`src/rtl/bso_pkg.sv`:
```
package bso_pkg;

    // wave_mode codes
    localparam logic [1:0] MODE_Q88  = 2'd0;
    localparam logic [1:0] MODE_AUTO = 2'd1;
    localparam logic [1:0] MODE_8BIT = 2'd2;

    // configuration register indexes
    localparam logic [1:0] REG_TEMPO      = 2'd0;
    localparam logic [1:0] REG_WAVE_MODE  = 2'd1;
    localparam logic [1:0] REG_RANGE_LOW  = 2'd2;
    localparam logic [1:0] REG_RANGE_HIGH = 2'd3;

    localparam logic [15:0] TEMPO_RST = 16'd15360;
    localparam logic [15:0] HIGH_RST  = 16'hFFFF;
    localparam logic [8:0]  PHASE_MUL = 9'd280;
    localparam logic [15:0] SINE_MID  = 16'h8000;
    localparam logic [7:0]  SINE8_MID = 8'h80;

    typedef logic [2:0] t_sec16;
    typedef logic [1:0] t_sec8;

    function automatic logic [14:0] sin16_base(input t_sec16 sec);
        logic [14:0] v;
        unique case (sec)
            3'd0: v = 15'd0;
            3'd1: v = 15'd6393;
            3'd2: v = 15'd12539;
            3'd3: v = 15'd18204;
            3'd4: v = 15'd23170;
            3'd5: v = 15'd27245;
            3'd6: v = 15'd30273;
            3'd7: v = 15'd32137;
            default: v = 15'd0;
        endcase
        return v;
    endfunction

    function automatic logic [5:0] sin16_slope(input t_sec16 sec);
        logic [5:0] v;
        unique case (sec)
            3'd0: v = 6'd49;
            3'd1: v = 6'd48;
            3'd2: v = 6'd44;
            3'd3: v = 6'd38;
            3'd4: v = 6'd31;
            3'd5: v = 6'd23;
            3'd6: v = 6'd14;
            3'd7: v = 6'd4;
            default: v = 6'd0;
        endcase
        return v;
    endfunction

    function automatic logic [6:0] sin8_base(input t_sec8 sec);
        logic [6:0] v;
        unique case (sec)
            2'd0: v = 7'd0;
            2'd1: v = 7'd49;
            2'd2: v = 7'd90;
            2'd3: v = 7'd117;
            default: v = 7'd0;
        endcase
        return v;
    endfunction

    function automatic logic [5:0] sin8_slope(input t_sec8 sec);
        logic [5:0] v;
        unique case (sec)
            2'd0: v = 6'd49;
            2'd1: v = 6'd41;
            2'd2: v = 6'd27;
            2'd3: v = 6'd10;
            default: v = 6'd0;
        endcase
        return v;
    endfunction

endpackage

```
`src/rtl/beat_sine_oscillator_top.sv`:
```
// Beat sine oscillator.
// Slave channel: one word per timestamp, tdata = time_ms (32 bits).
// Master channel: one word per timestamp, tdata = wave_value [15:0],
// beat_phase [31:16]. Results leave in input order.
// Config port: i_cfg_we / i_cfg_index / i_cfg_data, register index 0 tempo,
// 1 wave_mode, 2 range_low, 3 range_high; write only while the pipe is empty.
// Five register stages: tempo multiply, phase multiply, piecewise sine,
// range multiply, offset add into the output register. o_m_axis_tvalid rises once
// the word is in the output register; throughput is one word per cycle while
// the receiver does not stall.
// Each stage holds its word while the next stage is full and held, so a stalled
// receiver fills the pipe before o_s_axis_tready drops; nothing is lost
// or repeated. Bubbles close up under stall.
// Reset (synchronous, active low) empties the pipe and loads tempo 15360,
// mode 0, range 0..65535.
module beat_sine_oscillator_top
    import bso_pkg::*;
(
    input  logic        i_clk,
    input  logic        i_rst_n,
    input  logic        i_s_axis_tvalid,
    output logic        o_s_axis_tready,
    input  logic [31:0] i_s_axis_tdata,   // [31:0] time_ms
    output logic        o_m_axis_tvalid,
    input  logic        i_m_axis_tready,
    output logic [31:0] o_m_axis_tdata,   // [15:0] wave_value, [31:16] beat_phase
    input  logic        i_cfg_we,
    input  logic [1:0]  i_cfg_index,
    input  logic [15:0] i_cfg_data
);

    logic [15:0] r_tempo;
    logic [1:0]  r_mode;
    logic [15:0] r_low;
    logic [15:0] r_high;

    always_ff @(posedge i_clk) begin
        if (!i_rst_n) begin
            r_tempo <= TEMPO_RST;
            r_mode  <= MODE_Q88;
            r_low   <= 16'd0;
            r_high  <= HIGH_RST;
        end else if (i_cfg_we) begin
            unique case (i_cfg_index)
                REG_TEMPO:      r_tempo <= i_cfg_data;
                REG_WAVE_MODE:  r_mode  <= i_cfg_data[1:0];
                REG_RANGE_LOW:  r_low   <= i_cfg_data;
                REG_RANGE_HIGH: r_high  <= i_cfg_data;
                default: ;
            endcase
        end
    end

    // valid bits and per-stage advance
    logic [5:1] r_v;
    logic [5:1] ce;

    assign ce[5] = !r_v[5] || i_m_axis_tready;
    assign ce[4] = !r_v[4] || ce[5];
    assign ce[3] = !r_v[3] || ce[4];
    assign ce[2] = !r_v[2] || ce[3];
    assign ce[1] = !r_v[1] || ce[2];
    assign o_s_axis_tready = ce[1];

    always_ff @(posedge i_clk) begin
        if (!i_rst_n) begin
            r_v <= '0;
        end else begin
            if (ce[1]) r_v[1] <= i_s_axis_tvalid;
            if (ce[2]) r_v[2] <= r_v[1];
            if (ce[3]) r_v[3] <= r_v[2];
            if (ce[4]) r_v[4] <= r_v[3];
            if (ce[5]) r_v[5] <= r_v[4];
        end
    end

    // eight-bit mode flag travels with each word
    logic [5:1] r_m8;
    logic       mode8;
    assign mode8 = (r_mode >= MODE_8BIT);

    // stage 1: time * tempo
    logic [15:0] bpm;
    logic [47:0] prod1;
    logic [31:0] r_p1;

    assign bpm   = (r_mode != MODE_Q88 && r_tempo[15:8] == 8'd0) ?
                   {r_tempo[7:0], 8'd0} : r_tempo;
    assign prod1 = i_s_axis_tdata * bpm;

    // stage 2: * 280, keep bits 31:16
    logic [40:0] prod2;
    logic [15:0] r_ph2;
    assign prod2 = r_p1 * PHASE_MUL;

    // stage 3: piecewise sine
    logic [10:0] off16;
    t_sec16      sec16;
    logic [12:0] lin16;
    logic [15:0] y16;
    logic [15:0] s16;
    logic [7:0]  th8;
    logic [5:0]  off8;
    logic [4:0]  sub8;
    t_sec8       sec8;
    logic [10:0] lin8;
    logic [7:0]  y8;
    logic [7:0]  s8;
    logic [15:0] r_s3;
    logic [15:0] r_ph3;

    always_comb begin
        off16 = r_ph2[14] ? ~r_ph2[13:3] : r_ph2[13:3];
        sec16 = off16[10:8];
        lin16 = sin16_slope(sec16) * off16[7:1];
        y16   = {1'b0, sin16_base(sec16)} + {3'd0, lin16};
        s16   = r_ph2[15] ? (SINE_MID - y16) : (SINE_MID + y16);

        th8   = r_ph2[15:8];
        off8  = th8[6] ? ~th8[5:0] : th8[5:0];
        sub8  = {1'b0, off8[3:0]} + {4'd0, th8[6]};
        sec8  = off8[5:4];
        lin8  = sin8_slope(sec8) * sub8;
        y8    = {1'b0, sin8_base(sec8)} + {1'b0, lin8[10:4]};
        s8    = th8[7] ? (SINE8_MID - y8) : (SINE8_MID + y8);
    end

    // stage 4: sine * (1 + width)
    logic [15:0] width16;
    logic [16:0] span;
    logic [32:0] prod4;
    logic [15:0] r_sc4;
    logic [15:0] r_ph4;

    assign width16 = r_high - r_low;
    assign span    = r_m8[3] ? {8'd0, {1'b0, width16[7:0]} + 9'd1}
                             : {1'b0, width16} + 17'd1;
    assign prod4   = r_s3 * span;

    // stage 5: add lowest value
    logic [15:0] sum16;
    logic [7:0]  sum8;
    logic [15:0] r_wave5;
    logic [15:0] r_ph5;

    assign sum16 = r_low + r_sc4;
    assign sum8  = r_low[7:0] + r_sc4[7:0];

    always_ff @(posedge i_clk) begin
        if (ce[1]) begin
            r_p1    <= prod1[31:0];
            r_m8[1] <= mode8;
        end
        if (ce[2]) begin
            r_ph2   <= prod2[31:16];
            r_m8[2] <= r_m8[1];
        end
        if (ce[3]) begin
            r_s3    <= r_m8[2] ? {8'd0, s8} : s16;
            r_ph3   <= r_m8[2] ? {8'd0, r_ph2[15:8]} : r_ph2;
            r_m8[3] <= r_m8[2];
        end
        if (ce[4]) begin
            r_sc4   <= r_m8[3] ? {8'd0, prod4[15:8]} : prod4[31:16];
            r_ph4   <= r_ph3;
            r_m8[4] <= r_m8[3];
        end
        if (ce[5]) begin
            r_wave5 <= r_m8[4] ? {8'd0, sum8} : sum16;
            r_ph5   <= r_ph4;
            r_m8[5] <= r_m8[4];
        end
    end

    assign o_m_axis_tvalid = r_v[5];
    assign o_m_axis_tdata  = {r_ph5, r_wave5};

    // input stalls only when every stage holds a word
    a_full_on_stall: assert property (@(posedge i_clk) disable iff (!i_rst_n)
        !o_s_axis_tready |-> (r_v == 5'b11111))
        else $error("input stalled with a bubble in the pipe");

    // eight-bit words carry zero upper bytes
    a_m8_upper: assert property (@(posedge i_clk) disable iff (!i_rst_n)
        (r_v[5] && r_m8[5]) |-> (r_wave5[15:8] == 8'd0 && r_ph5[15:8] == 8'd0))
        else $error("upper byte set on eight-bit word");

    // sixteen-bit sine never reaches the rails
    a_sine_span: assert property (@(posedge i_clk) disable iff (!i_rst_n)
        (r_v[3] && !r_m8[3]) |-> (r_s3 >= 16'd123 && r_s3 <= 16'd65413))
        else $error("sine out of span");

endmodule

```
`config.mk`:
```
export PLATFORM = sky130hd
export DESIGN_NAME = beat_sine_oscillator_top
export DESIGN_NICKNAME = d
export VERILOG_FILES = /design/src/rtl/bso_pkg.sv /design/src/rtl/beat_sine_oscillator_top.sv
export SDC_FILE = /design/constraint.sdc
export NUM_CORES = 2
export LEC_CHECK = 0
export ABC_AREA = 0
export BUFFER_PORTS_ARGS = -buffer_cell sky130_fd_sc_hd__buf_4
export CORE_UTILIZATION = 60
export DETAILED_ROUTE_END_ITERATION = 6
export HOLD_SLACK_MARGIN = 0.08
export PLACE_DENSITY = 0.77
export SETUP_SLACK_MARGIN = 0.15
export SLEW_MARGIN = 10
export SYNTH_ARGS = -nofsm -noshare
export SYNTH_HDL_FRONTEND = slang
export SYNTH_SLANG_ARGS = --single-unit
```
`constraint.sdc`:
```
create_clock -name i_clk -period 17.88 [get_ports i_clk]
set_input_delay 2.682 -clock i_clk [delete_from_list [all_inputs] [get_ports i_clk]]
set_output_delay 2.682 -clock i_clk [all_outputs]
set_load 0.1 [all_outputs]
```
# ---- Yosys cells after proc, flatten, opt, wreduce, memory -nomap -nowiden
# Memories as Yosys holds them, arrays and structs flattened.
# Cells that the tools add are included.
# Widths: inputs -> output; s select.
dict set report classes {
  n_addsub 12
  reduce_logical 19
  mul 5
  mux 12
  magnitude_cmp 1
  bitwise 2
  eq_ne 6
}
# cell n
set ops {}
lappend ops {{$mux 8} 5}
lappend ops {{$mul 16x17->32} 1}
lappend ops {{$mul 32x16->32} 1}
lappend ops {{$mul 32x6->29 const B} 1}
lappend ops {{$mux 16} 2}
lappend ops {{$pmux 7 s4} 1}
lappend ops {{$pmux 6 s4} 1}
lappend ops {{$add 16x1->17 const B} 1}
lappend ops {{$mux 17} 1}
lappend ops {{$add 15x13->16} 1}
lappend ops {{$add 16x16->16} 1}
lappend ops {{$add 16x16->16 const A} 1}
lappend ops {{$sub 16x16->16} 1}
lappend ops {{$sub 16x16->16 const A} 1}
lappend ops {{$mul 6x7->13} 1}
lappend ops {{$mul 6x5->11} 1}
lappend ops {{$mux 11} 1}
lappend ops {{$not 11->11} 1}
lappend ops {{$add 8x1->9 const B} 1}
lappend ops {{$add 7x7->8} 1}
lappend ops {{$add 8x8->8} 1}
lappend ops {{$add 8x8->8 const A} 1}
lappend ops {{$eq 2x2->1 const B} 4}
lappend ops {{$logic_not 8->1} 1}
lappend ops {{other kinds (12)} 25}
dict set report totals {
  rom_bits 168
  input_bits 55
  mem_count 2
  regBits 203
}
# memory depth width read_ports rd_ports_with_merged_regs wr line_no
set memory_table {}
lappend memory_table {{(no name shown)} 8 15 1 0 0 bso_pkg.sv:25} ;# unique case (sec)
lappend memory_table {{(no name shown)} 8 6 1 0 0 bso_pkg.sv:41} ;# unique case (sec)

# ---- Longest topological paths before layout
dict set report logic_depth {
  depth_word 9
  depth_mapped 36
  mapped_depth_nobuf 35
}

# ---- Worst setup path after synthesis
# OpenSTA, ideal clock, no wires.
dict set report synth_path {
  kind {input to register}
  start {in i_s_axis_tdata[10]}
  end {reg r_p1[27], data pin}
  t_required_ns 17.617
  t_arrival_ns 8.568
  setup_time_ns 0.263
  path_slack_ns 9.049
  stages 23
  cell_sequence {clkbuf_1 -> nand2_1 -> fa_1 -> inv_1 -> fa_1 -> inv_1 -> fa_1 -> fa_1 -> inv_1 -> fa_1 -> inv_1 -> fa_1 -> inv_1 -> ha_1 -> and2_1 -> a221oi_1 -> a311oi_1 -> o21a_1 -> o21a_1 -> o41a_1 -> a41o_1 -> o41ai_2 -> xnor2_1}
}
dict set report synth_between {
  elab_chain_len 1
}
# element line_no
set synth_rtl {}
lappend synth_rtl {{start: declaration} beat_sine_oscillator_top.sv:23} ;# input logic [31:0] i_s_axis_tdata,
lappend synth_rtl {{$mul 32x16->32} beat_sine_oscillator_top.sv:89} ;# assign prod1 = i_s_axis_tdata * bpm;
lappend synth_rtl {{via prod1[27]} beat_sine_oscillator_top.sv:84} ;# logic [47:0] prod1;
lappend synth_rtl {{end signal: assignment} beat_sine_oscillator_top.sv:151} ;# r_p1 <= prod1[31:0];
lappend synth_rtl {{end: declaration} beat_sine_oscillator_top.sv:85} ;# logic [31:0] r_p1;
# The timed path passes the listed nets, and every way through them passes these cells.
# A chain may end at the register's enable or synchronous reset.

# ---- Final worst setup path
dict set report layout_path {
  start {reg r_low[5]}
  end {reg r_sc4[15], data pin}
}
dict set report layout_between {
  elab_chain_len 4
  elab_cells_between_ends 5
  classes_between {add/sub: 3; mul: 1; mux: 1}
}
# element line_no
set layout_rtl {}
lappend layout_rtl {{start: declaration} beat_sine_oscillator_top.sv:34} ;# logic [15:0] r_low;
lappend layout_rtl {{start signal: assignment} beat_sine_oscillator_top.sv:47} ;# REG_RANGE_LOW: r_low <= i_cfg_data;
lappend layout_rtl {{$sub 16x16->16 (*)} beat_sine_oscillator_top.sv:135} ;# assign width16 = r_high - r_low;
lappend layout_rtl {{$add 16x1->17 / $add 8x1->9 (equally long branches)} {beat_sine_oscillator_top.sv:137, beat_sine_oscillator_top.sv:136}}
lappend layout_rtl {{$mux 17 (*)} beat_sine_oscillator_top.sv:136} ;# assign span = r_m8[3] ? {8'd0, {1'b0, width16[7:0]} + 9'd1}
lappend layout_rtl {{$mul 16x17->32 (*)} beat_sine_oscillator_top.sv:138} ;# assign prod4 = r_s3 * span;
lappend layout_rtl {{end signal: assignment} beat_sine_oscillator_top.sv:164} ;# r_sc4 <= r_m8[3] ? {8'd0, prod4[15:8]} : prod4[31:16];
lappend layout_rtl {{end: declaration} beat_sine_oscillator_top.sv:132} ;# logic [15:0] r_sc4;
# Mark *: on every way between the ends. The rest lies on a longest branch, timed or not.

==> out/metrics.yaml <==
status: "finished, final reports clean"
synth_top_family_by_area: "adder cells"
synth-seq-cells: 200
dieArea_mm2: 0.0561
die_x_um: 237
grt-ovfl-total: 0
wirelength_um: 75200
syn_inst: 3635
design_area_mm2: 0.0349
syn-num-nets: 4551
synth_adder_area_share_pct: 44.6
drv_cap: 0
fillers: 4450
crit_family: "adder cells"
num_vias: 24250
track_usage_pct: 28.5
ant_nets: 0
path_clk_slew_ps: 80
dp_hpwl_um: 57600
cts-root-buf: "clkbuf_16"
ys.flop_type: "edfxtp_1"
async_reset_ff_share_pct: 0
synth.avg_cell_area_um2: 9.10
multiInputGateArea_mm2: 0.0244
tns_ps: 0
setup.worst_path.start_class: "register"
start_util_pct: 61.1
seqCellArea_mm2: 0.00546
final_max_slew_viol_count: 0
num_rows: 85
synth-simple-area-share_pct: 16.9
routabilityCongestion: 0.910
coreArea_mm2: 0.0541
drive_gt1_share_pct: 5.57
cts.path.max_buffers: 2
min_period_ps: 9670
required_ps: 18130
worstPathArrival_ps: 9920
portBuffers: 85
finalCritPeriodShare_pct: 54.1
mostFrequentLayoutCell: "inv_1"
synth_compound_area_share_pct: 7.05
antenna_found_initial: 0
setup_viol: 0
hp-class: "register to register"
cts.sinks: 200
firstDrtPassIters: 6
cts_tree: "done"
drc: 0
placed_cell_area_mm2: 0.0343
grt_pass1_wl_um: 126000
ioPinCount: 89
synth-edff-count: 145
htree_levels: 4
hold_viol: 0
synth_cell_types: 84
grt_pass1_vias: 25405
cpMaxStageDelayCell: "nor2_2"
seq_area_frac_synth_pct: 16.5
synth_area_mm2: 0.0331
fmax_mhz: 103
cts_resized: 0
viasPerCell: 5.59
yosysWarnings: 0
layout_common_cells: "inv_1, nand2_1, fa_1"
wl_per_cell_um: 17.3
skew_ps: 14.4
slew_headroom_pct: 25.7
numCtsBuffers: 17
worstMarginPinSlew_ps: 1110
die_height_um: 237
final_core_util_pct: 64.5
worstSetupPathType: "register to register"
worst_path_most_repeated_cell: "fa_1"
insertion_delay_ps: 500
finalNetCount: 4548
syn2layout_area_growth_pct: 5.61
n_antenna_cell: 0
grt_max_degree: 56
end_kind: "register"
rsz0062_at_grt: "false"
worst-path-max-fanout: 16
synthMuxAreaShare_pct: 0.560
post_cts_buffers: 0
postCtsHoldBufs: 0
dr.first_iter.drc_count: 1401
synth-xor-area-share_pct: 4.50
critPathMaxStageDelay_ps: 750
cp_num_buf_inv: 4
-- layout make-up --
class                           instances  share of cell area (%)
Timing Repair Buffer                  111                    2.39
Clock inverter                         15                   0.537
Inverter                              737                    7.92
Tap cell                              696                    2.49
Multi-Input combinational cell       2565                    69.8
Sequential cell                       200                    15.6
Clock buffer                           17                    1.22
-- Yosys cell counts (all sizes together) (6+ instances only) --
cell type  count  area, µm²
a21oi         80        400
nand3b        10       75.1
xor2          62        543
buf           19       88.8
fa           531      10600
a2111oi        9       87.6
nor2b         82        513
a31oi          9       56.3
inv          736       2760
xnor2        108        946
nand3         53        265
o31ai         11       82.6
a31o           6       52.6
o21a          29        218
nor2         136        526
o41ai          6       86.3
o21ai         67        335
or3           10       67.6
and3          13       81.3
a21boi        30        225
nand2        574       2150
nor3          45        225
ha           330       4130
nand4          9       56.3
a21o          23        173
dfxtp         55       1100
mux2          10        113
and2         193       1210
o21bai        11       86.3
a211oi        12        113
nand2b        32        200
clkbuf       114        428
o211ai        10       80.1
edfxtp       145       4350
-- path summary, 6_finish.rpt --
check,start,to,slack [ps],cells after the start
worst max-delay path,r_low[5]$_SDFFE_PN0P_,r_sc4[15]$_SDFFCE_PP0P_,8210,31
worst min-delay path,r_ph4[15]$_DFFE_PP_,r_ph5[15]$_DFFE_PP_,420,0
worst max register to register,r_low[5]$_SDFFE_PN0P_,r_sc4[15]$_SDFFCE_PP0P_,8210,31
worst min register to register,r_ph4[15]$_DFFE_PP_,r_ph5[15]$_DFFE_PP_,420,0
-- flip-flops by register name (all words and copies together), names as in the netlist --
signal / count
r_high: 16
r_low: 16
r_m8: 4
r_mode: 2
r_p1: 29
r_ph2: 16
r_ph3: 16
r_ph4: 16
r_ph5: 16
r_s3: 16
r_sc4: 16
r_tempo: 16
r_v: 5
r_wave5: 16
-- metrics by stage --
step | setup slack (ps) | hold WS [ps] | instances
6_report | 8210 | 420 | 4341
5_1_grt | 7690 | 423 | 4341
4_1_cts | 8230 | 421 | 4341
3_5_place_dp | 8310 | 405 | 4309
3_3_place_gp | 8410 | 403 | 4309
2_1_floorplan | 9050 | 400 | 3635
-- cells by family after synthesis --
kind of cell / Yosys count
XOR/XNOR: 170
multiplexers: 16
buffers and inverters: 870
adder cells (fa/ha/maj): 861
flip-flops: 200
AO/OA/AOI/OAI: 337
AND/OR/NAND/NOR: 1181
-- metal layers --
metal | GRT usage [%] | up-vias | share of wire (%)
met5 | 0 | - | 0
met4 | 10.4 | 0 | 3.3
met3 | 4.93 | 166 | 6.9
met2 | 47.6 | 854 | 48
met1 | 37.3 | 11984 | 42
li1 | - | 11246 | -
Power is not shown: default switching activity piles up to over one toggle a cycle in this logic, so the estimate is an artifact.
